File: src/dring_ram.sv
module dring_ram #(
   parameter int WIDTH = 8,
   parameter int DEPTH = 16
) (
   input  logic                     clock,
   input  logic                     we,
   input  logic                     re,
   input  logic [$clog2(DEPTH)-1:0] addr,
   input  logic [WIDTH-1:0]         wdata,
   output logic [WIDTH-1:0]         rdata
);

   logic [WIDTH-1:0] mem [DEPTH];
   logic [WIDTH-1:0] rdata_ff;

   always_ff @(posedge clock) begin
      if (we) begin
         mem[addr] <= wdata;
      end
      if (re) begin
         rdata_ff <= mem[addr];
      end
   end

   assign rdata = rdata_ff;

endmodule

File: config.mk
export PLATFORM = sky130hd
export DESIGN_NAME = dring_ram
export DESIGN_NICKNAME = d
export VERILOG_FILES = /design/src/dring_ram.sv
export SDC_FILE = /design/constraint.sdc
export NUM_CORES = 1
export LEC_CHECK = 0
export ABC_AREA = 0
export BUFFER_PORTS_ARGS = -buffer_cell sky130_fd_sc_hd__clkbuf_2
export CAP_MARGIN = 20
export CELL_PAD_IN_SITES_DETAIL_PLACEMENT = 0
export CELL_PAD_IN_SITES_GLOBAL_PLACEMENT = 1
export CORE_MARGIN = 10
export CORE_UTILIZATION = 55
export CTS_BUF_LIST = sky130_fd_sc_hd__clkbuf_2 sky130_fd_sc_hd__clkbuf_4 sky130_fd_sc_hd__clkbuf_8
export CTS_CLUSTER_DIAMETER = 60
export DETAILED_ROUTE_END_ITERATION = 10
export PLACE_DENSITY = 0.77
export SETUP_SLACK_MARGIN = 0.4
export SYNTH_ARGS = -nofsm -noshare
export SYNTH_HDL_FRONTEND = slang
export SYNTH_SLANG_ARGS = --single-unit
File: constraint.sdc
create_clock -name clock -period 5.65 [get_ports clock]
set_clock_uncertainty 0.1 [all_clocks]
set_input_delay 0.565 -clock clock [delete_from_list [all_inputs] [get_ports clock]]
set_output_delay 0.565 -clock clock [all_outputs]
set_load 0.005 [all_outputs]
# ---- Word-level counts from Yosys, hierarchy flattened
# Memories as Yosys holds them, arrays and structs flattened. A register that Yosys moved wholly into a read port is not among the register bits.
# Index checks and enable logic that the tools add are counted.
dict set report word_totals {
  reg_bits 0
  ram_bits 128
  input_bits 15
  out_inout_bits 8
  wordCells 3
  mem_count 1
}
dict set report op_classes {
  muxes 2
}
# name depth width read_ports rd_ports_with_merged_regs wr line
set memory_table {}
lappend memory_table {mem 16 8 1 1 1 13} ;# logic [WIDTH-1:0] mem [DEPTH];
# operator count
set ops {}
lappend ops {{two-way mux 1 bit} 2}

# ---- Logic depth before layout (Yosys ltp)
# Gate-level depths: netlist of run 1.
dict set report logic_depth {
  depth_word 2
  mapped_depth 5
  mapped_depth_nobuf 3
}

# ---- Least setup slack after synthesis of run 1
# No wires, ideal clock.
dict set report synth_timing {
  path_type {input -> register}
  from {input port addr[2]}
  to {memory mem[0][0] (enable)}
  setup_time_ns 0.383
  t_arrival_ns 1.675
  required_time_ns 5.167
  path_slack_ns 3.492
  path_stages 2
  path_buffers 0
  path_cell_list {or3b_2 > nor3_1}
}
# element line
set synth_rtl {}
lappend synth_rtl {{start: declaration} 8} ;# input logic [$clog2(DEPTH)-1:0] addr,
lappend synth_rtl {{end: declaration} 13}
# Straight into the memory's write port.

# ---- Final worst setup path of run 1
dict set report layout_timing {
  from {input port addr[0]}
  to {memory mem[3][5] (enable)}
}
# Straight into the memory's write port.

==> impl_summary.md, run 1 <==
Placed design
The pre-CTS setup slack is roughly 2.7 ns. The count of buffers added on input and output ports is 22. The global placer's final weighted congestion is roughly 0.75.

The half-perimeter wire length of the detailed placement result is between 6 and 7 mm. Summing all placed instances gives a cell area of between 0.005 and 0.006 mm^2.

Worst setup path
The family with the most delay on the worst path is buffers and inverters. Setup slack on the worst reg-to-reg path comes out at roughly 4 ns. The depth of the most critical reg-to-reg path is 3. The worst setup path is launched from an input pin. The number of buffers and inverters on the critical path is 2. The worst setup path is of the input pin to register kind. The required arrival time at the worst endpoint is roughly 5.6 ns.

The critical path's largest stage delay is between 0.6 and 0.7 ns. The largest individual stage delay along the critical path comes from the cell nor2_1. Traced cell by cell, the critical path runs through clkbuf_2, buf_4, nand2_1, nor2_1. Data on the critical path arrives at its endpoint at between 2 and 2.5 ns. STA classifies the critical path endpoint as a register.

The total number of cells along the worst setup path is 4. The largest fanout on the critical path is 21.

Floorplan
The die is ~120 um tall. The overall die width is between 100 and 150 um. The core area is ~0.0092 mm^2.

The die covers around 0.014 mm^2. After floorplanning, the core was divided into 35 placement rows. The number of ports placed on the die boundary is 23. The initial utilization of the core area, before any placement, comes to 0.560.

Detailed routing
Dividing the detail-routed wire length by the instance count gives ~25 um. The per-cell via count in the routed design is 6.15. The vias after detailed routing is ~2400.

The total detailed-routing wirelength is about 9.5 mm. The detailed-routing iteration count for the pre-antenna-repair pass is 4. In the routed design, unresolved DRC markers number 0.

The number of nets still failing antenna checks after routing is 0. The DRC marker count from the first detailed-route iteration is 205.

Power
IR analysis of the VDD net gives a maximum drop of 0.000186 V. The internal power is roughly 1.7 mW. Of the total power, the clock network draws 0.404.

In this run the power density over the cells is about 360 mW/mm^2. Of the total power, the share spent switching nets is 0.191. For this design the total switching power over the nets is 0.397 mW. Total power for the finished layout comes to between 2 and 2.5 mW. The register share of total power is 0.548. Summed over all cells, the static leakage comes to 1.88 nW. Of the total power, combinational logic draws 0.048.

STA
After routing, the total negative slack on setup checks comes to 0 ns. The number of endpoints failing setup at the final stage is 0. The number of max-slew violations in the final report is 0. Setup slack on the critical path of the routed design comes to approximately 3.2 ns. The fmax is around 410 MHz. In this run the tightest slew margin relative to its limit is 0.453.

At the pin with the least slew margin, the transition time is roughly 0.8 ns. The post-layout minimum cycle time is roughly 2.4 ns. Setup repair after global routing left no endpoint under its margin.

The final number of hold-violating endpoints came to 0. The final cycle utilization of the critical path is 0.432.

CTS
The total clock sinks is 136. The total of hold buffers inserted after clock tree synthesis is 0. At the later pin of the worst-skew pair, clock insertion delay measures about 0.43 ns.

The post-cts resize count is 0. Clock-pin slew was measured on the worst setup and hold paths at around 0.070 ns. The longest clock path from root to sink contains 2 buffers. Clock tree synthesis inserted a total of 17 buffers.

The number of buffers inserted to repair setup after CTS is 0. In this run the number of H-tree levels came out at 4. TritonCTS built the clock tree. The master cell of the clock root buffer is clkbuf_8.

Finish
The repair_antennas step left the layout with diodes totalling 0. In the final design database the tool counted around 280 nets. Fill cells in the final layout number about 620. For this run, the share of the core covered by cells in the final layout is 0.630. The area added between synthesis and finish is 12.6%. Once layout is done, the placed cells without fillers occupy between 0.005 and 0.006 mm^2. The share of post-route cells with drive strength above 1 is 0.312.

GRT
The pin count of the biggest net entering global routing is 40. For this run, the total global-route usage over all layers was measured as 0.152. The first global-routing pass estimated 14.4 mm of wire. The number of antenna violations at the first check in global routing was 0. The number of global-route vias before repair is between 2000 and 2500. Global routing finished with a remaining overflow of 0.

Outcome
The run finished with clean final reports.

Logic synthesis
In this run, distinct cell masters in the synthesized netlist total 17. Synthesis produced a netlist whose cell count is 230. The flip-flop and latch count after synthesis is between 100 and 150. The count of synthesis-stage warnings from yosys is 0. The mean area per synthesized cell is roughly 22 um^2. The cell area that synthesis handed to floorplanning was just over 0.005 mm^2. The share of the Yosys chip area taken by registers is 0.793. The net count of the mapped netlist is about 250.

Hold path
The worst hold path depth is 1. The class of the most critical hold timing path is input pin to register.

Run
Max-cap violations in this run came to 0.
[per-stage QoR]
stage	hold slack, ns	instances
2_1_floorplan	0.564	230
3_3_place_gp	0.656	354
5_1_grt	0.391	387
4_1_cts	0.371	387
6_report	0.382	387
3_5_place_dp	0.662	358
[cell type report]
type | count | area, um^2 | share of cell area
Sequential cell | 136 | 4080 | 0.705
Tap cell | 111 | 139 | 0.0240
Multi-Input combinational cell | 83 | 1000 | 0.173
Clock buffer | 17 | 234 | 0.0404
Clock inverter | 12 | 184 | 0.0317
Timing Repair Buffer | 28 | 153 | 0.0263
[worst register-to-register path, cell delays in order (launching register included)]
cell      delay [ns]
edfxtp_1        0.38
mux4_2          0.46
a22oi_1         0.29
nand2_1         0.13
[flip-flops by register name, indices dropped and copies added (netlist names)]
signal  count
mem       128
rdata       8
[path summary, 6_finish.rpt]
check                        endpoint                 from
setup / recovery  mem[3][5]$_DFFE_PP_              addr[0]
hold / removal     rdata[0]$_DFFE_PP_                   re
setup reg to reg   rdata[4]$_DFFE_PP_  mem[8][4]$_DFFE_PP_
hold reg to reg    rdata[5]$_DFFE_PP_  mem[2][5]$_DFFE_PP_
[synth_stat cells]
master    number  area, um^2
edfxtp_1     136        4080
mux4_2        32         721
a22oi_1       16         120
nor2_1        13        48.8
nand2_1        9        33.8
buf_1          4        15.0
nor3_1         4        20.0
buf_2          2        10.0
buf_6          2        22.5
clkbuf_1       2        7.51
nand2b_1       2        12.5
nand3b_1       2        15.0
nor2b_1        2        12.5
and2_1         1        6.26
clkbuf_2       1        5.00
nand3_1        1        5.00
or3b_2         1        8.76
[placed cells by master (no fill, tap or decap), drive strengths merged]
cell	n
or3b	1
nor2b	2
nor2	13
nand3b	2
nand2b	2
nand2	9
bufinv	5
nor3	4
and2	1
nand3	1
a22oi	16
buf	6
edfxtp	136
clkinv	7
mux4	32
clkbuf	39
[power groups by stage]
stage               sequential (mW)  combinational, mW  clock, mW
finish                         1.14              0.101      0.841
global route                   1.14              0.110      0.896
CTS                            1.14              0.103      0.853
detailed placement             1.16              0.102          0
global placement               1.16             0.0999          0
floorplan                      1.16             0.0582          0
[layer usage]
metal / up-vias / track usage / part of all wire
li1: 1041 / - / -
met1: 1228 / 0.209 / 0.44
met2: 96 / 0.224 / 0.47
met3: 15 / 0.0426 / 0.072
met4: 0 / 0.0618 / 0.014
met5: - / 0 / 0
[cell families (layout without fill, tap and decap cells)]
kind of cell | after synthesis | in the layout | share of synthesized area
flops | 136 | 136 | 0.793
simple gates | 35 | 35 | 0.0316
mux | 32 | 32 | 0.140
compound gates | 16 | 16 | 0.0233
buf+inv | 11 | 57 | 0.0117
No activity file was read; power rests on OpenSTA's default activity.
==> run 2: changes to the inputs <==
--- a/config.mk
+++ b/config.mk
@@ -11,11 +11,11 @@
 export CELL_PAD_IN_SITES_DETAIL_PLACEMENT = 0
 export CELL_PAD_IN_SITES_GLOBAL_PLACEMENT = 1
 export CORE_MARGIN = 10
-export CORE_UTILIZATION = 55
+export CORE_UTILIZATION = 51
 export CTS_BUF_LIST = sky130_fd_sc_hd__clkbuf_2 sky130_fd_sc_hd__clkbuf_4 sky130_fd_sc_hd__clkbuf_8
 export CTS_CLUSTER_DIAMETER = 60
 export DETAILED_ROUTE_END_ITERATION = 10
-export PLACE_DENSITY = 0.77
+export PLACE_DENSITY = 0.75
 export SETUP_SLACK_MARGIN = 0.4
 export SYNTH_ARGS = -nofsm -noshare
 export SYNTH_HDL_FRONTEND = slang
==> constraint.sdc (replaced) <==
create_clock -name clock -period 2 [get_ports clock]
set_clock_uncertainty 0.1 [all_clocks]
set_input_delay 0.2 -clock clock [delete_from_list [all_inputs] [get_ports clock]]
set_output_delay 0.2 -clock clock [all_outputs]
set_load 0.005 [all_outputs]
==> run 2 against run 1 <==
Net effect: combinational power grew to 3.0 times the previous value; sequential share of layout area down 3.1 points; count of clock-buffer cells in the layout stayed put; wire length shrank 1.4%; critical path depth is 1 lower; core utilization shrank 1.3 points; via count rose by 0.97%; flip-flop and latch count unchanged; hold slack lost 0.29 ns; power increased to 3.0 times the previous value; worst setup slack worse by 2.8 ns; die area increased by 6.5%; critical path type is now register to register; critical endpoint is now rdata[4]$_DFFE_PP_; highest routed layer unchanged.
==> impl_summary.md, run 2 (same netlist as run 1, synthesis figures left out) <==
Run
The number of max-capacitance violations reported is 0.

Floorplan
The initial cell density of the core is 0.524. The overall die width is ~120 um. The number of core rows is 36. The core region is 0.00982 mm^2. The number of ports placed on the die boundary is 23.

The floorplan step defined a die boundary enclosing ~0.015 mm^2. The height of the die is around 120 um.

Detailed routing
The total detailed-routing wirelength is around 9.4 mm. The count of nets left with antenna violations once routing finished came out at 0. The vias after detailed routing is between 2000 and 2500. After detailed routing, the average wire length per cell comes to roughly 22 um.

For this run, design rule violations remaining after detail routing come to 0. Dividing the detail-routed via count by the number of cells gives about 5.6. The first TritonRoute pass finished after 4 iterations. The DRC marker count from the first detailed-route iteration is approximately 210.

Worst setup path
The worst setup path category is register to register. The cell family contributing the most delay on the critical path is multiplexers. The number of buffers and inverters on the critical path is 0. Of all nets on the critical path, the largest fanout is 1.

On the worst path, the slowest cell contributes a delay of between 0.4 and 0.5 ns. Tracing the worst setup path back leads to its startpoint at mem[3][4]$_DFFE_PP_. Among all stages on the critical path, the largest delay is contributed by mux4_2. For the worst setup path, the data arrival time is between 1.5 and 2 ns. The kind of capture point of the worst setup path is a register. Traced cell by cell, the critical path runs through mux4_2, a22oi_1, nand2_1. The sort of element at the start of the critical path is a register. The launch instance of the worst register-to-register path is mem[3][4]$_DFFE_PP_. The required arrival time at the worst endpoint is about 2.1 ns.

STA
Adding up every negative setup slack in the final design gives 0 ns. Static timing analysis puts the maximum clock frequency at ~640 MHz. The final number of hold-violating endpoints is 0. The number of endpoints failing setup at the final stage is 0. At the pin with the least slew margin, the transition time is around 0.69 ns. Of the available clock period, the critical path in the final layout requires 0.781. The number of max-slew violations in the final report is 0.

The worst path in the final design needs a cycle of 1.56 ns, including I/O delays and setup. Setup repair after global routing could not meet its margin everywhere. Measured against its own limit, the worst slew margin works out to 0.541. Hold timing on the final database bottoms out at a slack of approximately 0.092 ns.

CTS
Buffers inserted during clock tree synthesis total 17. The clock latency on the worst-skew pair is approximately 0.42 ns. The total clock sinks is around 140.

Gates resized during post-CTS repair numbered 0. The maximum level of the CTS H-tree is 4. The master cell of the clock root buffer is clkbuf_8.

The clock tree from TritonCTS is yes. The total of hold buffers inserted after clock tree synthesis is 0. Clock-pin slew was measured on the worst setup and hold paths at roughly 0.080 ns. No sink is reached through more buffers than the 2 on the longest clock path.

Buffers added to address setup during post-CTS repair amount to 0.

Finish
The register with the most flip-flops in the layout has about 130 of them. Leaving out fill and tap cells, the most frequent cells in the layout are 136 x edfxtp_1, 32 x mux4_2, 22 x clkbuf_2. Leaving out fill and tap cells, the most frequent cell in the layout is edfxtp_1. The repair_antennas step left the layout with diodes totalling 0. After filler insertion, the fill cell instance count of the layout stands at 713. Of the cells placed in the final design, the portion with a size suffix greater than 1 is 0.388. The number of nets in the layout is ~300. The area added between synthesis and finish is 17.8%. More flip-flops sit in one register than any other, and that register is mem.

GRT
The pin count of the biggest net entering global routing is 22. The overall overflow remaining after global route is 0. The number of global-route vias before repair is 2637.

The first global-routing pass estimated ~15 mm of wire. Across every metal layer, demand over resource in global routing totals 0.141. The number of antenna violations at the first check in global routing is 0.

Outcome
The flow ran to the end, and the final reports show no timing, DRC or antenna violations.

Placed design
The count of input and output buffers is 22. The half-perimeter wire length of the detailed placement result is ~6.4 mm. The congestion estimate from routability-driven global placement came to about 0.76.

Hold path
The class of the most critical hold timing path is input pin to register. The hold path startpoint is re.

Power
Across the VDD grid, the largest voltage drop is ~0.00058 V. Dividing total power by cell area gives a power density of slightly above 1000 mW/mm^2. The static leakage power is roughly 2.0 nW.
==> run 2: cell types whose count changed in the layout (fill, tap and decap cells not counted), sizes merged <==
cell    before  now
clkinv       7    5
bufinv       5    6
buf          6   21
inv          0    4
==> run 2: metrics by stage <==
stage	instance area (um^2)	instances	worst slack [ns]	power, mW	util
floorplan	5170	230	0.262	3.45	-
global placement	5580	395	0.177	3.59	0.568
detailed placement	5580	395	0.162	3.60	0.568
CTS	6060	427	0.421	6.25	0.617
global route	6070	427	0.375	6.40	0.618
finish	6070	427	0.437	6.20	0.618
==> run 2: cell type report <==
type                    count  area, um^2  area share
clock buffers              17         234      0.0386
flip-flops and latches    136        4080       0.673
repair buffers             43         305      0.0503
clock inverters            15         245      0.0404
multi-input cells          83        1030       0.170
well taps                 133         166      0.0274
==> run 2: power by group <==
group          switching, mW  internal (mW)
Combinational          0.172          0.133
Clock                   1.05           1.62
Sequential            0.0188           3.21
Total                   1.24           4.96
==> run 2: routing by layer <==
| layer | wire length, um | global-route usage | up-vias | part of all wire |
|---|---|---|---|---|
| met1 | 4220 | 0.187 | 1248 | 0.45 |
| met2 | 4550 | 0.219 | 73 | 0.49 |
| met4 | 133 | 0.0535 | 0 | 0.014 |
| li1 | - | - | 1069 | - |
| met5 | 0 | 0 | - | 0 |
| met3 | 475 | 0.0372 | 13 | 0.051 |
==> run 2: final timing paths <==
| check | endpoint | slack, ns | cells past startpoint |
|---|---|---|---|
| max | rdata[4]$_DFFE_PP_ | 0.44 | 3 |
| min reg2reg | rdata[3]$_DFFE_PP_ | 0.64 | 3 |
| max reg2reg | rdata[4]$_DFFE_PP_ | 0.44 | 3 |
| min | rdata[4]$_DFFE_PP_ | 0.09 | 1 |
==> run 2: worst register-to-register path: stages, from the launching register on <==
cell and delay, ns:
edfxtp_1 0.38, mux4_2 0.49, a22oi_1 0.27, nand2_1 0.09
