**config.mk**
```make
export PLATFORM = sky130hd
export DESIGN_NAME = dring_ctrl
export DESIGN_NICKNAME = d
export VERILOG_FILES = /design/src/dring_pkg.sv /design/src/dring_ctrl.sv
export SDC_FILE = /design/constraint.sdc
export NUM_CORES = 1
export LEC_CHECK = 0
export ABC_AREA = 1
export ABC_CLOCK_PERIOD_IN_PS = 9900
export BUFFER_PORTS_ARGS = -buffer_cell sky130_fd_sc_hd__buf_2
export CORE_AREA = 2 2 122 124
export DETAILED_ROUTE_END_ITERATION = 7
export DIE_AREA = 0 0 124 126
export PLACE_DENSITY = 0.95
export SYNTH_ARGS = -nofsm -noshare
export SYNTH_HDL_FRONTEND = slang
export SYNTH_SLANG_ARGS = --single-unit
```
**constraint.sdc**
```tcl
create_clock -name clock -period 9.9 [get_ports clock]
set_clock_uncertainty 0.1 [all_clocks]
set_input_delay 1.98 -clock clock [delete_from_list [all_inputs] [get_ports clock]]
set_output_delay 1.98 -clock clock [all_outputs]
set_load 0.02 [all_outputs]
```
**src/dring_pkg.sv**
```systemverilog
package dring_pkg;

   localparam int RING_SLOTS_DEF = 64;

   localparam int MODE_W   = 2;
   localparam int IDX_W    = 6;
   localparam int TAG_W    = 32;
   localparam int SIZE_W   = 16;
   localparam int LEN_W    = 16;
   localparam int ERR_W    = 8;
   localparam int STATUS_W = 2;

   // Slot status word: {done, error, length}
   localparam int STAT_W   = LEN_W + 2;
   localparam int DONE_BIT = LEN_W + 1;
   localparam int ERR_BIT  = LEN_W;

   localparam logic [SIZE_W-1:0] FRAME_LIMIT_RESET = 16'd1522;

   localparam logic RING_RX = 1'b0;
   localparam logic RING_TX = 1'b1;

   typedef enum logic [MODE_W-1:0] {
      MODE_ADD  = 2'd0,
      MODE_DONE = 2'd1,
      MODE_REAP = 2'd2,
      MODE_NONE = 2'd3
   } mode_type;

   typedef enum logic [STATUS_W-1:0] {
      ST_ADDED      = 2'd0,
      ST_FULL       = 2'd1,
      ST_BAD_SIZE   = 2'd2,
      ST_COMPLETION = 2'd3
   } status_type;

   typedef enum logic [2:0] {
      S_IDLE,
      S_ADD,
      S_MARK,
      S_READ,
      S_CHECK
   } fsm_type;

   typedef struct packed {
      logic tag_we;
      logic stat_we;
      logic rd_en;
   } mem_ctl_type;

   typedef struct packed {
      logic             valid;
      status_type       status;
      logic [IDX_W-1:0] tail;
      logic [IDX_W-1:0] slot;
      logic [TAG_W-1:0] tag;
      logic [LEN_W-1:0] len;
      logic             err;
      logic             last;
   } result_type;

endpackage

```
**src/dring_ctrl.sv**
```systemverilog
module dring_ctrl
   import dring_pkg::*;
#(
   parameter int RING_SLOTS = RING_SLOTS_DEF,
   parameter int SLOT_W     = $clog2(RING_SLOTS),
   parameter int ADDR_W     = SLOT_W + 1
) (
   input  logic              clock,
   input  logic              reset,
   input  logic              req_valid,
   output logic              req_stall,
   input  logic [MODE_W-1:0] req_mode,
   input  logic              req_ring,
   input  logic [TAG_W-1:0]  req_buffer_tag,
   input  logic [SIZE_W-1:0] req_buffer_size,
   input  logic [IDX_W-1:0]  req_slot_index,
   input  logic [LEN_W-1:0]  req_frame_length,
   input  logic [ERR_W-1:0]  req_error_bits,
   input  logic [SIZE_W-1:0] frame_limit,
   output mem_ctl_type       mem_ctl,
   output logic [ADDR_W-1:0] mem_addr,
   output logic [TAG_W-1:0]  tag_wdata,
   output logic [STAT_W-1:0] stat_wdata,
   input  logic [TAG_W-1:0]  tag_rdata,
   input  logic [STAT_W-1:0] stat_rdata,
   input  logic              stat_known,
   input  logic              out_free,
   output result_type        result
);

   localparam logic [SLOT_W-1:0] SLOT_LAST = SLOT_W'(RING_SLOTS - 1);
   localparam logic [IDX_W:0]    SLOT_LIM  = (IDX_W + 1)'(RING_SLOTS);

   fsm_type state_ff, state_in;

   // latched item
   logic              ring_ff;
   logic [TAG_W-1:0]  tag_ff;
   logic [SIZE_W-1:0] size_ff;
   logic [IDX_W-1:0]  sidx_ff;
   logic [LEN_W-1:0]  flen_ff;
   logic [ERR_W-1:0]  ebits_ff;

   // ring pointers
   logic              head_valid_ff [2];
   logic [SLOT_W-1:0] head_slot_ff  [2];
   logic [SLOT_W-1:0] next_free_ff  [2];

   // completion waiting for its last mark
   logic              pend_valid_ff;
   logic [SLOT_W-1:0] pend_slot_ff;
   logic [TAG_W-1:0]  pend_tag_ff;
   logic [LEN_W-1:0]  pend_len_ff;
   logic              pend_err_ff;

   logic              accept;
   logic              cur_hv;
   logic [SLOT_W-1:0] cur_head, cur_free, head_next, free_next;
   logic              ring_full, size_bad, mark_ok, take;
   logic              do_add, do_capture, do_flush;

   assign accept    = req_valid && !req_stall;
   assign cur_hv    = head_valid_ff[ring_ff];
   assign cur_head  = head_slot_ff[ring_ff];
   assign cur_free  = next_free_ff[ring_ff];
   assign head_next = (cur_head == SLOT_LAST) ? '0 : cur_head + 1'b1;
   assign free_next = (cur_free == SLOT_LAST) ? '0 : cur_free + 1'b1;
   assign ring_full = cur_hv && (cur_free == cur_head || free_next == cur_head);
   assign size_bad  = (ring_ff == RING_TX) ? (size_ff > frame_limit)
                                           : (size_ff < frame_limit);
   assign mark_ok   = {1'b0, sidx_ff} < SLOT_LIM;
   assign take      = cur_hv && stat_known && stat_rdata[DONE_BIT];

   assign do_add     = (state_ff == S_ADD) && out_free && !ring_full && !size_bad;
   assign do_capture = (state_ff == S_CHECK) && take && (!pend_valid_ff || out_free);
   assign do_flush   = (state_ff == S_CHECK) && !take && pend_valid_ff && out_free;

   // next state
   always_comb begin
      state_in = state_ff;
      unique case (state_ff)
         S_IDLE: begin
            if (accept) begin
               unique case (mode_type'(req_mode))
                  MODE_ADD:  state_in = S_ADD;
                  MODE_DONE: state_in = S_MARK;
                  MODE_REAP: state_in = S_READ;
                  default:   state_in = S_IDLE;
               endcase
            end
         end
         S_ADD: begin
            if (out_free) begin
               state_in = S_IDLE;
            end
         end
         S_MARK:  state_in = S_IDLE;
         S_READ:  state_in = S_CHECK;
         S_CHECK: begin
            if (take) begin
               if (!pend_valid_ff || out_free) begin
                  state_in = S_READ;
               end
            end else if (!pend_valid_ff || out_free) begin
               state_in = S_IDLE;
            end
         end
         default: state_in = S_IDLE;
      endcase
   end

   // outputs
   always_comb begin
      req_stall  = (state_ff != S_IDLE);
      mem_ctl    = '0;
      mem_addr   = {ring_ff, cur_head};
      tag_wdata  = tag_ff;
      stat_wdata = '0;
      result     = '0;
      unique case (state_ff)
         S_ADD: begin
            mem_addr = {ring_ff, cur_free};
            if (do_add) begin
               mem_ctl.tag_we  = 1'b1;
               mem_ctl.stat_we = 1'b1;
            end
            if (out_free) begin
               result.valid = 1'b1;
               result.last  = 1'b1;
               if (ring_full) begin
                  result.status = ST_FULL;
                  result.tail   = IDX_W'(cur_free);
               end else if (size_bad) begin
                  result.status = ST_BAD_SIZE;
                  result.tail   = IDX_W'(cur_free);
               end else begin
                  result.status = ST_ADDED;
                  result.tail   = IDX_W'(free_next);
               end
            end
         end
         S_MARK: begin
            mem_addr        = {ring_ff, SLOT_W'(sidx_ff)};
            mem_ctl.stat_we = mark_ok;
            stat_wdata      = {1'b1, ebits_ff != '0, flen_ff};
         end
         S_READ: begin
            mem_ctl.rd_en = 1'b1;
         end
         S_CHECK: begin
            if (pend_valid_ff && out_free) begin
               result.valid  = 1'b1;
               result.status = ST_COMPLETION;
               result.slot   = IDX_W'(pend_slot_ff);
               result.tag    = pend_tag_ff;
               result.len    = pend_len_ff;
               result.err    = pend_err_ff;
               result.last   = !take;
            end
         end
         default: begin
         end
      endcase
   end

   always_ff @(posedge clock) begin
      if (reset) begin
         state_ff      <= S_IDLE;
         pend_valid_ff <= 1'b0;
         for (int r = 0; r < 2; r++) begin
            head_valid_ff[r] <= 1'b0;
            head_slot_ff[r]  <= '0;
            next_free_ff[r]  <= '0;
         end
      end else begin
         state_ff <= state_in;
         if (do_add) begin
            next_free_ff[ring_ff] <= free_next;
            if (!cur_hv) begin
               head_valid_ff[ring_ff] <= 1'b1;
               head_slot_ff[ring_ff]  <= cur_free;
            end
         end
         if (do_capture) begin
            pend_valid_ff         <= 1'b1;
            head_slot_ff[ring_ff] <= head_next;
            if (head_next == cur_free) begin
               head_valid_ff[ring_ff] <= 1'b0;
            end
         end else if (do_flush) begin
            pend_valid_ff <= 1'b0;
         end
      end
   end

   always_ff @(posedge clock) begin
      if (accept) begin
         ring_ff  <= req_ring;
         tag_ff   <= req_buffer_tag;
         size_ff  <= req_buffer_size;
         sidx_ff  <= req_slot_index;
         flen_ff  <= req_frame_length;
         ebits_ff <= req_error_bits;
      end
      if (do_capture) begin
         pend_slot_ff <= cur_head;
         pend_tag_ff  <= tag_rdata;
         pend_len_ff  <= (ring_ff == RING_RX) ? stat_rdata[LEN_W-1:0] : '0;
         pend_err_ff  <= (ring_ff == RING_RX) && stat_rdata[ERR_BIT];
      end
   end

endmodule

```
; ---- Yosys cells after proc, flatten, opt, wreduce, memory -nomap -nowiden
; Memories as Yosys holds them, arrays and structs flattened. A register that Yosys moved wholly into a read port is not among the register bits.
; Cells that the tools add are included.
[totals]
reg_bits = 138
ramBits = 26
output_inout_bits = 126
word_cells = 124
memories = 3
[memory_table]
columns = name, words, width, rd, rd_clocked_by_memory_dff, wr, line_no
row1 = head_slot_ff, 2, 6, 1, 1, 2, dring_ctrl.sv:46  ; logic [SLOT_W-1:0] head_slot_ff [2];
row2 = next_free_ff, 2, 6, 1, 1, 2, dring_ctrl.sv:47  ; logic [SLOT_W-1:0] next_free_ff [2];
row3 = head_valid_ff, 2, 1, 1, 1, 2, dring_ctrl.sv:45  ; logic head_valid_ff [2];
[classes]
addsub = 2
magnitude_cmp = 2
n_eq_ne = 14
muxes = 58
bitwise_logic = 3
reduce_logical = 30
[ops]
columns = op, count
row1 = 56-bit two-way mux, 1
row2 = 55-bit two-way mux, 1
row3 = 6-bit two-way mux, 6
row4 = 1-bit two-way mux, 33
row5 = 6-bit == test, 3
row6 = 18-bit two-way mux, 1
row7 = 3-bit two-way mux, 6
row8 = 16-bit > comparator, 1
row9 = 16-bit < comparator, 1
row10 = 8-bit two-way mux, 2
row11 = 1-bit logical AND, 14
row12 = 6-bit by 1-bit adder with 6-bit output (second input constant), 2
row13 = 6-bit == test (second input constant), 2
row14 = 3-bit case mux with 4 select lines, 1
row15 = 6-bit case mux with 2 select lines, 1
row16 = 6-bit OR reduction, 2
row17 = 9-bit two-way mux, 1
row18 = 8-bit nonzero test, 1
row19 = 3-bit by 2-bit == test with 1-bit output (second input constant), 2
row20 = 2-bit case mux with 3 select lines, 1
row21 = 3-bit case mux with 2 select lines, 1
row22 = 1-bit zero test, 5
row23 = 2-bit != test (second input constant), 2
row24 = 1-bit case mux with 2 select lines, 2
row25 = 15 further kinds, 17

; ---- Depth between registers and ports, before layout
; Gate-level depths: netlist of the first run.
[depth]
word_depth = 14
mapped_depth = 21
ltp_nobuf = 19

; ---- Worst setup path before layout of the first run
; Ideal clock, no wire load.
[synth_timing]
path_type = input-to-reg
startpoint = in req_valid
endpoint = reg ebits_ff[0], enable pin
setup_ns = 0.520
arrival_ns = 5.338
t_required_ns = 9.280
path_slack_ns = 3.942
stages = 2
path_buffers = 0
cell_sequence = inv_1 > nor2_1
[synth_between]
elab_chain_len = 1
[synth_rtl]
columns = item, line_no
row1 = start: declaration, dring_ctrl.sv:10  ; input logic req_valid,
row2 = 1-bit logical AND, dring_ctrl.sv:62  ; assign accept = req_valid && !req_stall;
row3 = net accept, dring_ctrl.sv:56  ; logic accept;
row4 = end signal: assignment, dring_ctrl.sv:203  ; ebits_ff <= req_error_bits;
row5 = end: declaration, dring_ctrl.sv:42  ; logic [ERR_W-1:0] ebits_ff;
; The timed path passes the listed nets, and every way through them passes these cells.
; A chain may end at the register's enable or synchronous reset.

==> results of run 1 <==
## cell type report
type,count,area (sq um)
Sequential cell,165,4900
Clock inverter,15,178
Timing Repair Buffer,281,1420
Tap cell,184,230
Inverter,153,577
Clock buffer,17,425
Multi-Input combinational cell,389,1990
Fill cell,1013,4590
## logic make-up after synthesis
| logic type | after synthesis | share of synthesized area [%] |
|---|---|---|
| XOR/XNOR | 10 | 1.26 |
| flip-flops | 165 | 65.0 |
| AND/OR/NAND/NOR | 302 | 17.1 |
| adder cells (fa/ha/maj) | 21 | 3.48 |
| buffers and inverters | 167 | 8.70 |
| AO/OA/AOI/OAI | 55 | 4.34 |
| multiplexers | 1 | 0.133 |
## state kept, by name, summed over array words and instances, names as in the netlist, 2 cells and up, named ones only
signal	cells
state_ff	3
ebits_ff	8
next_free_ff	12
flen_ff	16
pend_len_ff	16
pend_tag_ff	32
size_ff	16
sidx_ff	6
head_valid_ff	2
pend_slot_ff	6
head_slot_ff	12
tag_wdata	32
## tightest hold or removal path, stage by stage (launching register included)
cell and delay, ns:
dfxtp_1 0.31, nand3_1 0.07, nand2_1 0.05
## cell usage after synthesis (2+ instances only)
cell type / count
a21oi_1: 19
a22oi_1: 4
buf_1: 2
buf_6: 3
clkbuf_1: 7
dfxtp_1: 5
edfxtp_1: 160
ha_1: 21
inv_1: 148
inv_2: 3
nand2_1: 108
nand2_2: 8
nand2_4: 3
nand3_1: 24
nand3_2: 3
nand3b_1: 2
nand4_1: 3
nor2_1: 135
nor2_2: 3
nor3_1: 8
nor4_1: 2
o21ai_0: 23
o21ai_1: 2
o221ai_1: 2
xnor2_1: 3
xor2_1: 6
## per-stage QoR
stage               cell area, sq um  utilization (%)  worst slack (ns)
floorplan                       7550                -              3.94
global placement                9120             63.7              4.03
detailed placement              9120             63.7              3.93
CTS                             9730             67.9              3.92
global route                    9730             67.9              3.69
finish                          9730             67.9              3.88
## layer usage
metal / wire length (microns) / up-vias / part of all wire (%)
met3: 1800 / 65 / 9.3
met1: 6840 / 2690 / 35
li1: - / 2885 / -
met4: 702 / 0 / 3.6
met2: 10100 / 344 / 52
met5: 0 / - / 0
## power by group through the flow
stage,Sequential [uW],Clock [uW],Combinational (uW)
2_1_floorplan,847,0,133
3_3_place_gp,833,0,224
3_5_place_dp,836,0,233
4_1_cts,821,680,235
5_1_grt,823,712,259
6_report,821,675,237
## cells in the final DEF (no fill, tap or decap), types with 2 or more instances in the layout
cell type,Yosys,routed
nand3_1,24,24
nor2_1,135,134
clkinv_1,1,5
inv_6,0,3
nor2_2,3,3
nor4_1,2,2
nand3_2,3,3
nand2_4,3,3
inv_1,148,147
a21oi_1,19,19
o21ai_0,23,23
buf_4,1,4
o21ai_1,2,2
xnor2_1,3,3
clkinvlp_4,0,3
inv_2,3,3
buf_2,1,277
o221ai_1,2,2
nand2_2,8,8
nand4_1,3,3
a22oi_1,4,4
edfxtp_1,160,160
xor2_1,6,6
clkbuf_16,0,17
ha_1,21,21
nor3_1,8,8
dfxtp_1,5,5
nand3b_1,2,2
bufinv_16,0,3
inv_8,0,2
nand2_1,108,108
## worst max-delay path by stage
stage	startpoint	cells past startpoint	slack, ns	to
floorplan	req_valid	2	3.94	ebits_ff[0]
global placement	frame_limit[9]	17	4.03	mem_ctl[1]
detailed placement	frame_limit[9]	17	3.93	result[56]
CTS	frame_limit[9]	17	3.92	result[56]
global route	frame_limit[9]	17	3.69	result[56]
finish	frame_limit[1]	17	3.88	result[56]
==> flow_metrics.py, run 1 <==
metrics = {
    "logic_synthesis": {
        "synthesis.nets": 894,
        "netlist_instances": 721,
        "ys_warn_count": 0,
        "synth_top_area_cell": "edfxtp_1",
        "avgSynthCellArea_sq_um": 10.5,
        "async_reset_ff_share_pct": 0,
        "synthTopCellsByArea": "edfxtp_1, inv_1, nor2_1, nand2_1, ha_1",
        "syn_area_sq_um": 7550,
        "synth-edff-count": 160,
        "synth-seq-cells": 165,
        "synth_top_area_share_pct": 63.6,
        "ys_types": 40,
        "synth_ff_type": "edfxtp_1",
        "yosysSeqAreaShare_pct": 65.0,
    },
    "sta": {
        "fin_crit_sh_pct": 60.8,
        "slew_viol_final": 0,
        "finalSetupViolCount": 0,
        "final.setup.tns_ns": 0,
        "worst_pin_slew_ns": 0.851,
        "rsz0062_at_grt": "no",
        "hold_viol": 0,
        "slew_headroom_pct": 43.2,
        "timing.fmax_mhz": 166,
        "fin_crit_ns": 6.02,
        "whs_ns": 0.374,
    },
    "power_and_ir_drop": {
        "seqPwrFrac_pct": 47.4,
        "p_sw_share_pct": 25.9,
        "powerDensity_nw_per_um2": 178,
        "p_leak_uw": 0.00488,
        "irDropWorstVdd_v": 0.000147,
        "power.share.clock_pct": 39.0,
        "switchingPower_uw": 449,
        "p_int_uw": 1280,
        "p_total_uw": 1730,
        "comb_power_share_pct": 13.7,
    },
    "setup_path": {
        "path_buf_inv": 5,
        "start_kind": "primary input",
        "end_kind": "output port",
        "path_cells": "buf_2 -> inv_1 -> ha_1 -> a21oi_1 -> o21ai_0 -> nand2_1 -> nand3_1 -> nand2_1 -> nand2_1 -> nand3_1 -> nand2_1 -> inv_1 -> nand2_2 -> inv_2 -> o21ai_0 -> a21oi_1 -> buf_2",
        "worstPathMaxFanout": 9,
        "critPathTopFamily": "compound AO/OA/AOI/OAI gates",
        "critical_path_required_ns": 7.82,
        "worst_r2r_endpoint": "next_free_ff[0][1]",
        "cpMostUsedCell": "nand2_1",
        "reg2reg_depth": 19,
        "critPathKind": "in -> out",
        "arrival_ns": 3.94,
        "critPathMaxStageDelay_ns": 0.31,
        "slowest_stage": "ha_1",
        "regToRegSetupSlack_ns": 6.21,
    },
    "detailed_routing": {
        "wirelength_microns": 19400,
        "postRouteAntennaNets": 0,
        "dr.first_iter.drc_count": 394,
        "viasPerCell": 4.97,
        "drtPass1Iterations": 5,
        "wl_per_cell_microns": 16.1,
        "drc_errors": 0,
        "num_vias": 5984,
    },
    "floorplan": {
        "start_util_pct": 52.7,
        "die_area_sq_um": 15600,
        "rows": 44,
        "core_sq_um": 14300,
        "ioPinCount": 278,
        "dieWidth_microns": 124,
        "die_h_microns": 126,
    },
    "clock_tree": {
        "cts_hold_buffers": 0,
        "clock_latency_ns": 0.42,
        "clockRootBuffer": "clkbuf_16",
        "cts_buffer_depth": 2,
        "cts_buffers": 17,
        "htreeDepth": 4,
        "clk_pin_slew_ns": 0.06,
        "clock-sinks": 165,
        "cts_tree": "built",
        "cts_resized": 0,
        "post_cts_buffers": 0,
    },
    "place": {
        "dp_hpwl_microns": 14600,
        "place.gp.congestion": 0.964,
        "dp.cells": 1172,
        "port_buffers": 277,
    },
    "cells_and_area": {
        "synthToLayoutAreaGrowth_pct": 28.8,
        "diodes": 0,
        "drive_above_1_share_pct": 33.3,
        "instances_no_fill": 1204,
        "final_nets": 1180,
    },
    "global_route": {
        "grt_pass1_vias": 5780,
        "grt_usage_pct": 24.9,
        "grtUsageMet2_pct": 43.1,
        "grt_antenna_before_repair": 0,
        "grt_pass1_wl_microns": 28900,
        "met3_usage_pct": 7.47,
        "met1_usage_pct": 28.0,
        "grt-busiest-layer": "met2",
        "grt-ovfl-total": 0,
        "grt_start_max_net_pins": 71,
    },
    "worst_hold_path": {
        "min_path_cells": 2,
        "hp-class": "reg -> reg",
        "min_from": "pend_valid_ff",
        "hold_end": "pend_valid_ff",
    },
    "outcome": {
        "status": "finished clean",
    },
    "flow_run": {
        "maxCapViolCount": 0,
    },
}
Power figures use the tool's default switching activity.
==> run 2: changes to the inputs <==
--- a/config.mk
+++ b/config.mk
@@ -6,12 +6,12 @@
 export NUM_CORES = 1
 export LEC_CHECK = 0
 export ABC_AREA = 1
-export ABC_CLOCK_PERIOD_IN_PS = 9900
+export ABC_CLOCK_PERIOD_IN_PS = 5720
 export BUFFER_PORTS_ARGS = -buffer_cell sky130_fd_sc_hd__buf_2
-export CORE_AREA = 2 2 122 124
+export CORE_AREA = 2 2 126 128
 export DETAILED_ROUTE_END_ITERATION = 7
-export DIE_AREA = 0 0 124 126
-export PLACE_DENSITY = 0.95
+export DIE_AREA = 0 0 128 130
+export PLACE_DENSITY = 0.9
 export SYNTH_ARGS = -nofsm -noshare
 export SYNTH_HDL_FRONTEND = slang
 export SYNTH_SLANG_ARGS = --single-unit
==> constraint.sdc (replaced) <==
create_clock -name clock -period 5.72 [get_ports clock]
set_clock_uncertainty 0.1 [all_clocks]
set_input_delay 1.144 -clock clock [delete_from_list [all_inputs] [get_ports clock]]
set_output_delay 1.144 -clock clock [all_outputs]
set_load 0.02 [all_outputs]
==> run 2 against run 1 <==
  * Register-to-register slack got worse by 4.3 ns
  * Die area increased by 6.5%
  * Sequential share of layout area decreased by 0.12 points
  * Combinational power increased by 70%
  * Utilization decreased by 4.7 points
  * Cell count increased by 0.66%
  * Worst hold slack got worse by 0.0031 ns
  * Setup slack got worse by 3.0 ns
  * Global-route usage decreased by 2.8 points
  * Wire length decreased by 2.5%
==> flow_metrics.py, run 2 (same netlist as run 1, synthesis figures left out) <==
metrics = {
    "outcome": {
        "status": "finished clean",
    },
    "sta": {
        "fin_crit_ns": 4.81,
        "finalSetupViolCount": 0,
        "fin_crit_sh_pct": 84.2,
        "rsz0062_at_grt": "no",
        "final.setup.tns_ns": 0,
        "slew_viol_final": 0,
        "slew_headroom_pct": 28.1,
        "worst_pin_slew_ns": 1.07,
        "timing.fmax_mhz": 208,
        "fin_ws_ns": 0.907,
        "hold_viol": 0,
    },
    "flow_run": {
        "maxCapViolCount": 0,
    },
    "global_route": {
        "grt_antenna_before_repair": 0,
        "grt_start_max_net_pins": 82,
        "grt_pass1_wl_microns": 27900,
        "grt-ovfl-total": 0,
        "grt_pass1_vias": 5694,
        "grt_usage_pct": 22.1,
    },
    "place": {
        "dp_slack_ns": 1.31,
        "port_buffers": 277,
        "place_area_sq_um": 9130,
        "place.gp.congestion": 1.03,
        "dp_hpwl_microns": 14300,
    },
    "worst_hold_path": {
        "hp-class": "reg -> reg",
    },
    "clock_tree": {
        "htreeDepth": 4,
        "clock_latency_ns": 0.43,
        "cts_buffers": 17,
        "cts_buffer_depth": 2,
        "clock-sinks": 165,
        "clockRootBuffer": "clkbuf_16",
        "cts_hold_buffers": 0,
        "post_cts_buffers": 0,
        "cts_tree": "built",
        "cts_resized": 0,
        "clk_pin_slew_ns": 0.07,
    },
    "setup_path": {
        "end_kind": "output port",
        "critPathMaxStageDelay_ns": 0.81,
        "worstPathMaxFanout": 19,
        "critical_path_required_ns": 4.48,
        "critPathTopFamily": "simple AND/OR/NAND/NOR gates",
        "path_cells": "inv_4 -> nand2_1 -> nand2_2 -> ha_1 -> inv_1 -> nor2_1 -> nand2_1 -> nand2_1 -> nand2_1 -> nand2_1 -> nand2_1 -> nand2_1 -> nand3_1 -> nand2_2 -> nand2_4 -> nand2_2 -> inv_2 -> o21ai_0 -> a21oi_1 -> buf_2",
        "slowest_stage": "dfxtp_1",
        "start_kind": "flop",
        "path_buf_inv": 4,
        "arrival_ns": 3.57,
        "cpMostUsedCell": "nand2_1",
        "critPathKind": "reg -> out",
    },
    "detailed_routing": {
        "wirelength_microns": 18900,
        "postRouteAntennaNets": 0,
        "viasPerCell": 4.92,
        "drtPass1Iterations": 5,
        "dr.first_iter.drc_count": 439,
        "wl_per_cell_microns": 15.6,
        "num_vias": 5959,
        "drc_errors": 0,
    },
    "cells_and_area": {
        "most-common-layout-cells": "buf_2, edfxtp_1, inv_1, nor2_1, nand2_1",
        "multi_input_area_sq_um": 1990,
        "fillers": 1220,
        "final_common_cell": "buf_2",
        "final_util_pct": 63.2,
        "drive_above_1_share_pct": 33.6,
        "register_area_sq_um": 4900,
        "finalInstanceArea_sq_um": 9750,
        "diodes": 0,
        "final_nets": 1180,
        "synthToLayoutAreaGrowth_pct": 29.1,
    },
    "floorplan": {
        "die_area_sq_um": 16600,
        "dieWidth_microns": 128,
        "start_util_pct": 48.9,
        "die_h_microns": 130,
        "rows": 46,
        "ioPinCount": 278,
        "core_sq_um": 15400,
    },
    "power_and_ir_drop": {
        "powerDensity_nw_per_um2": 306,
        "irDropWorstVdd_v": 0.000269,
        "p_leak_uw": 0.00489,
    },
}
[run 2: final timing paths]
path            startpoint                 end  slack, ns  cells past startpoint
min reg2reg  pend_valid_ff       pend_valid_ff       0.37                      2
max                   flop          result[56]       0.91                     20
min          pend_valid_ff       pend_valid_ff       0.37                      2
max reg2reg           flop  head_slot_ff[0][0]       1.92                     11
[run 2: worst min-delay path, cell delays in order, from the launching register on]
cell and delay (ns):
dfxtp_1 0.31, nand3_1 0.07, nand2_1 0.05
[run 2: metal layers]
metal	GRT usage (%)	wire, microns	vias up	share of wire [%]
met3	7.42	1820	44	9.6
li1	-	-	2898	-
met2	39.1	9700	323	51
met4	9.50	508	0	2.7
met1	24.6	6880	2694	36
met5	0	0	-	0
[run 2: per-stage QoR]
step                      power [uW]  instances  hold WS [ns]
final                           2980       1212         0.371
after global routing            3090       1212         0.397
after CTS                       3000       1212         0.375
after detailed placement        1850       1180         0.363
after global placement          1830       1180         0.361
after floorplan                 1700        721         0.347
[run 2: cell type report]
type                            count  share of cell area [%]
Sequential cell                   165                    50.3
Multi-Input combinational cell    389                    20.5
Timing Repair Buffer              281                    14.5
Inverter                          153                    5.92
Clock buffer                       17                    4.36
Tap cell                          192                    2.46
Clock inverter                     15                    1.95
[run 2: power breakdown]
part | switching (uW) | internal (uW) | total, uW
combinational | 271 | 134 | 404
sequential | 23.0 | 1400 | 1420
clock | 533 | 628 | 1160
total | 827 | 2160 | 2980
==> run 3: changes to the inputs <==
--- a/config.mk
+++ b/config.mk
@@ -6,12 +6,12 @@
 export NUM_CORES = 1
 export LEC_CHECK = 0
 export ABC_AREA = 1
-export ABC_CLOCK_PERIOD_IN_PS = 5720
+export ABC_CLOCK_PERIOD_IN_PS = 4000
 export BUFFER_PORTS_ARGS = -buffer_cell sky130_fd_sc_hd__buf_2
-export CORE_AREA = 2 2 126 128
+export CORE_AREA = 2 2 133 135
 export DETAILED_ROUTE_END_ITERATION = 7
-export DIE_AREA = 0 0 128 130
-export PLACE_DENSITY = 0.9
+export DIE_AREA = 0 0 135 137
+export PLACE_DENSITY = 0.86
 export SYNTH_ARGS = -nofsm -noshare
 export SYNTH_HDL_FRONTEND = slang
 export SYNTH_SLANG_ARGS = --single-unit
==> constraint.sdc (replaced) <==
create_clock -name clock -period 4 [get_ports clock]
set_clock_uncertainty 0.1 [all_clocks]
set_input_delay 0.8 -clock clock [delete_from_list [all_inputs] [get_ports clock]]
set_output_delay 0.8 -clock clock [all_outputs]
set_load 0.02 [all_outputs]
==> run 3 against run 2 <==
  * Sequential cell count did not move
  * Cell area increased by 0.81%
  * Cell count is 3.2% higher
  * First-iteration DRC count decreased by 2.1%
  * Power rose by 41%
==> flow_metrics.py, run 3 (same netlist as run 1, synthesis figures left out) <==
metrics = {
    "setup_path": {
        "critPathMaxStageDelay_ns": 0.35,
        "path_cells": "clkinv_4 -> nand2_1 -> nand2_4 -> ha_2 -> inv_1 -> nor2_1 -> nand3_1 -> nand3_2 -> nand2_1 -> nand2_1 -> nand3_1 -> nand2_2 -> nand2_4 -> nand2_2 -> o21ai_0 -> a21oi_1 -> buf_2",
        "critPathTopFamily": "simple AND/OR/NAND/NOR gates",
        "path_buf_inv": 3,
        "critical_path_required_ns": 3.10,
        "worstPathMaxFanout": 15,
        "slowest_stage": "dfxtp_2",
        "start_kind": "flop",
        "critPathKind": "reg -> out",
        "end_kind": "output port",
        "cpMostUsedCell": "nand2_1",
        "arrival_ns": 2.93,
    },
    "worst_hold_path": {
        "hp-class": "reg -> reg",
    },
    "sta": {
        "slew_viol_final": 0,
        "fin_crit_ns": 3.83,
        "slew_headroom_pct": 35.6,
        "worst_pin_slew_ns": 0.966,
        "final.setup.tns_ns": 0,
        "fin_ws_ns": 0.171,
        "finalSetupViolCount": 0,
        "fin_crit_sh_pct": 95.7,
        "timing.fmax_mhz": 261,
        "hold_viol": 0,
        "rsz0062_at_grt": "no",
    },
    "clock_tree": {
        "clockRootBuffer": "clkbuf_16",
        "cts_resized": 1,
        "clock_latency_ns": 0.43,
        "cts_buffer_depth": 2,
        "cts_tree": "built",
        "clock-sinks": 165,
        "cts_hold_buffers": 0,
        "post_cts_buffers": 0,
        "cts_buffers": 17,
        "htreeDepth": 4,
        "clk_pin_slew_ns": 0.07,
    },
    "detailed_routing": {
        "drtPass1Iterations": 5,
        "num_vias": 5944,
        "postRouteAntennaNets": 0,
        "wirelength_microns": 18900,
        "viasPerCell": 4.75,
        "drc_errors": 0,
        "wl_per_cell_microns": 15.1,
        "dr.first_iter.drc_count": 430,
    },
    "place": {
        "place.gp.congestion": 0.938,
        "dp_hpwl_microns": 14200,
        "port_buffers": 277,
        "dp_slack_ns": 0.411,
    },
    "outcome": {
        "status": "finished clean",
    },
    "global_route": {
        "grt_start_max_net_pins": 82,
        "grt_antenna_before_repair": 0,
        "grt_pass1_wl_microns": 28000,
        "grt-ovfl-total": 0,
        "grt_pass1_vias": 5731,
        "grt_usage_pct": 19.9,
    },
    "cells_and_area": {
        "synthToLayoutAreaGrowth_pct": 30.2,
        "final_common_cell": "buf_2",
        "final_nets": 1187,
        "diodes": 0,
        "most-common-layout-cells": "buf_2, edfxtp_1, inv_1, nor2_1, nand2_1",
        "multi_input_area_sq_um": 2010,
        "register_area_sq_um": 4910,
        "fillers": 1446,
        "drive_above_1_share_pct": 34.6,
    },
    "power_and_ir_drop": {
        "irDropWorstVdd_v": 0.000377,
        "p_leak_uw": 0.00491,
        "powerDensity_nw_per_um2": 427,
    },
    "floorplan": {
        "start_util_pct": 44.3,
        "die_h_microns": 137,
        "die_area_sq_um": 18500,
        "dieWidth_microns": 135,
        "core_sq_um": 17100,
        "ioPinCount": 278,
        "rows": 48,
    },
    "flow_run": {
        "maxCapViolCount": 0,
    },
}
run 3: cell type report:
| type | count | share of cell area [%] |
|---|---|---|
| clock buffer | 17 | 4.33 |
| timing repair buffer | 288 | 15.1 |
| inverter | 153 | 5.92 |
| clock inverter | 14 | 1.44 |
| tap | 225 | 2.86 |
| sequential | 165 | 49.9 |
| multi-input combinational | 389 | 20.4 |
run 3: worst reg2reg max path, cell delays in order, from the launching register on:
cell and delay (ns):
dfxtp_2 0.38, clkinv_4 0.13, nand2_1 0.14, nand2_4 0.11, ha_2 0.21, inv_1 0.07
nor2_1 0.05, nand3_1 0.19, nand3_2 0.18, nand2_1 0.11, nand2_1 0.05, nand3_1 0.09
nand2_2 0.07, nand2_4 0.10, nand4_4 0.14, o21bai_4 0.23, nand2_4 0.11, nand2_1 0.25
run 3: where the power goes:
group	switching (uW)	internal, uW
clock network	707	871
registers	25.1	2000
logic	398	202
total	1130	3070
run 3: path summary, 6_finish.rpt:
check / startpoint / endpoint / slack [ns] / cells after the start
max reg2reg: flop / head_slot_ff[0][3] / 0.98 / 17
min reg2reg: pend_valid_ff / pend_valid_ff / 0.38 / 2
max: flop / result[57] / 0.17 / 17
min: pend_valid_ff / pend_valid_ff / 0.38 / 2
run 3: routing by layer:
layer	share of wire (%)	up-vias	track usage, %	wire length (microns)
li1	-	2905	-	-
met1	37	2695	22.0	6990
met2	52	308	35.4	9810
met3	9.0	36	6.74	1710
met4	1.8	0	8.04	341
met5	0	-	0	0
run 3: through the flow:
stage | hold slack (ns) | total power [uW] | instances | utilization [%] | area [sq um]
4_1_cts | 0.392 | 4220 | 1251 | 57.5 | 9810
6_report | 0.384 | 4200 | 1251 | 57.6 | 9830
5_1_grt | 0.416 | 4370 | 1251 | 57.6 | 9830
3_3_place_gp | 0.362 | 2630 | 1220 | 54.2 | 9240
2_1_floorplan | 0.347 | 2420 | 721 | - | 7550
3_5_place_dp | 0.376 | 2650 | 1220 | 54.2 | 9240
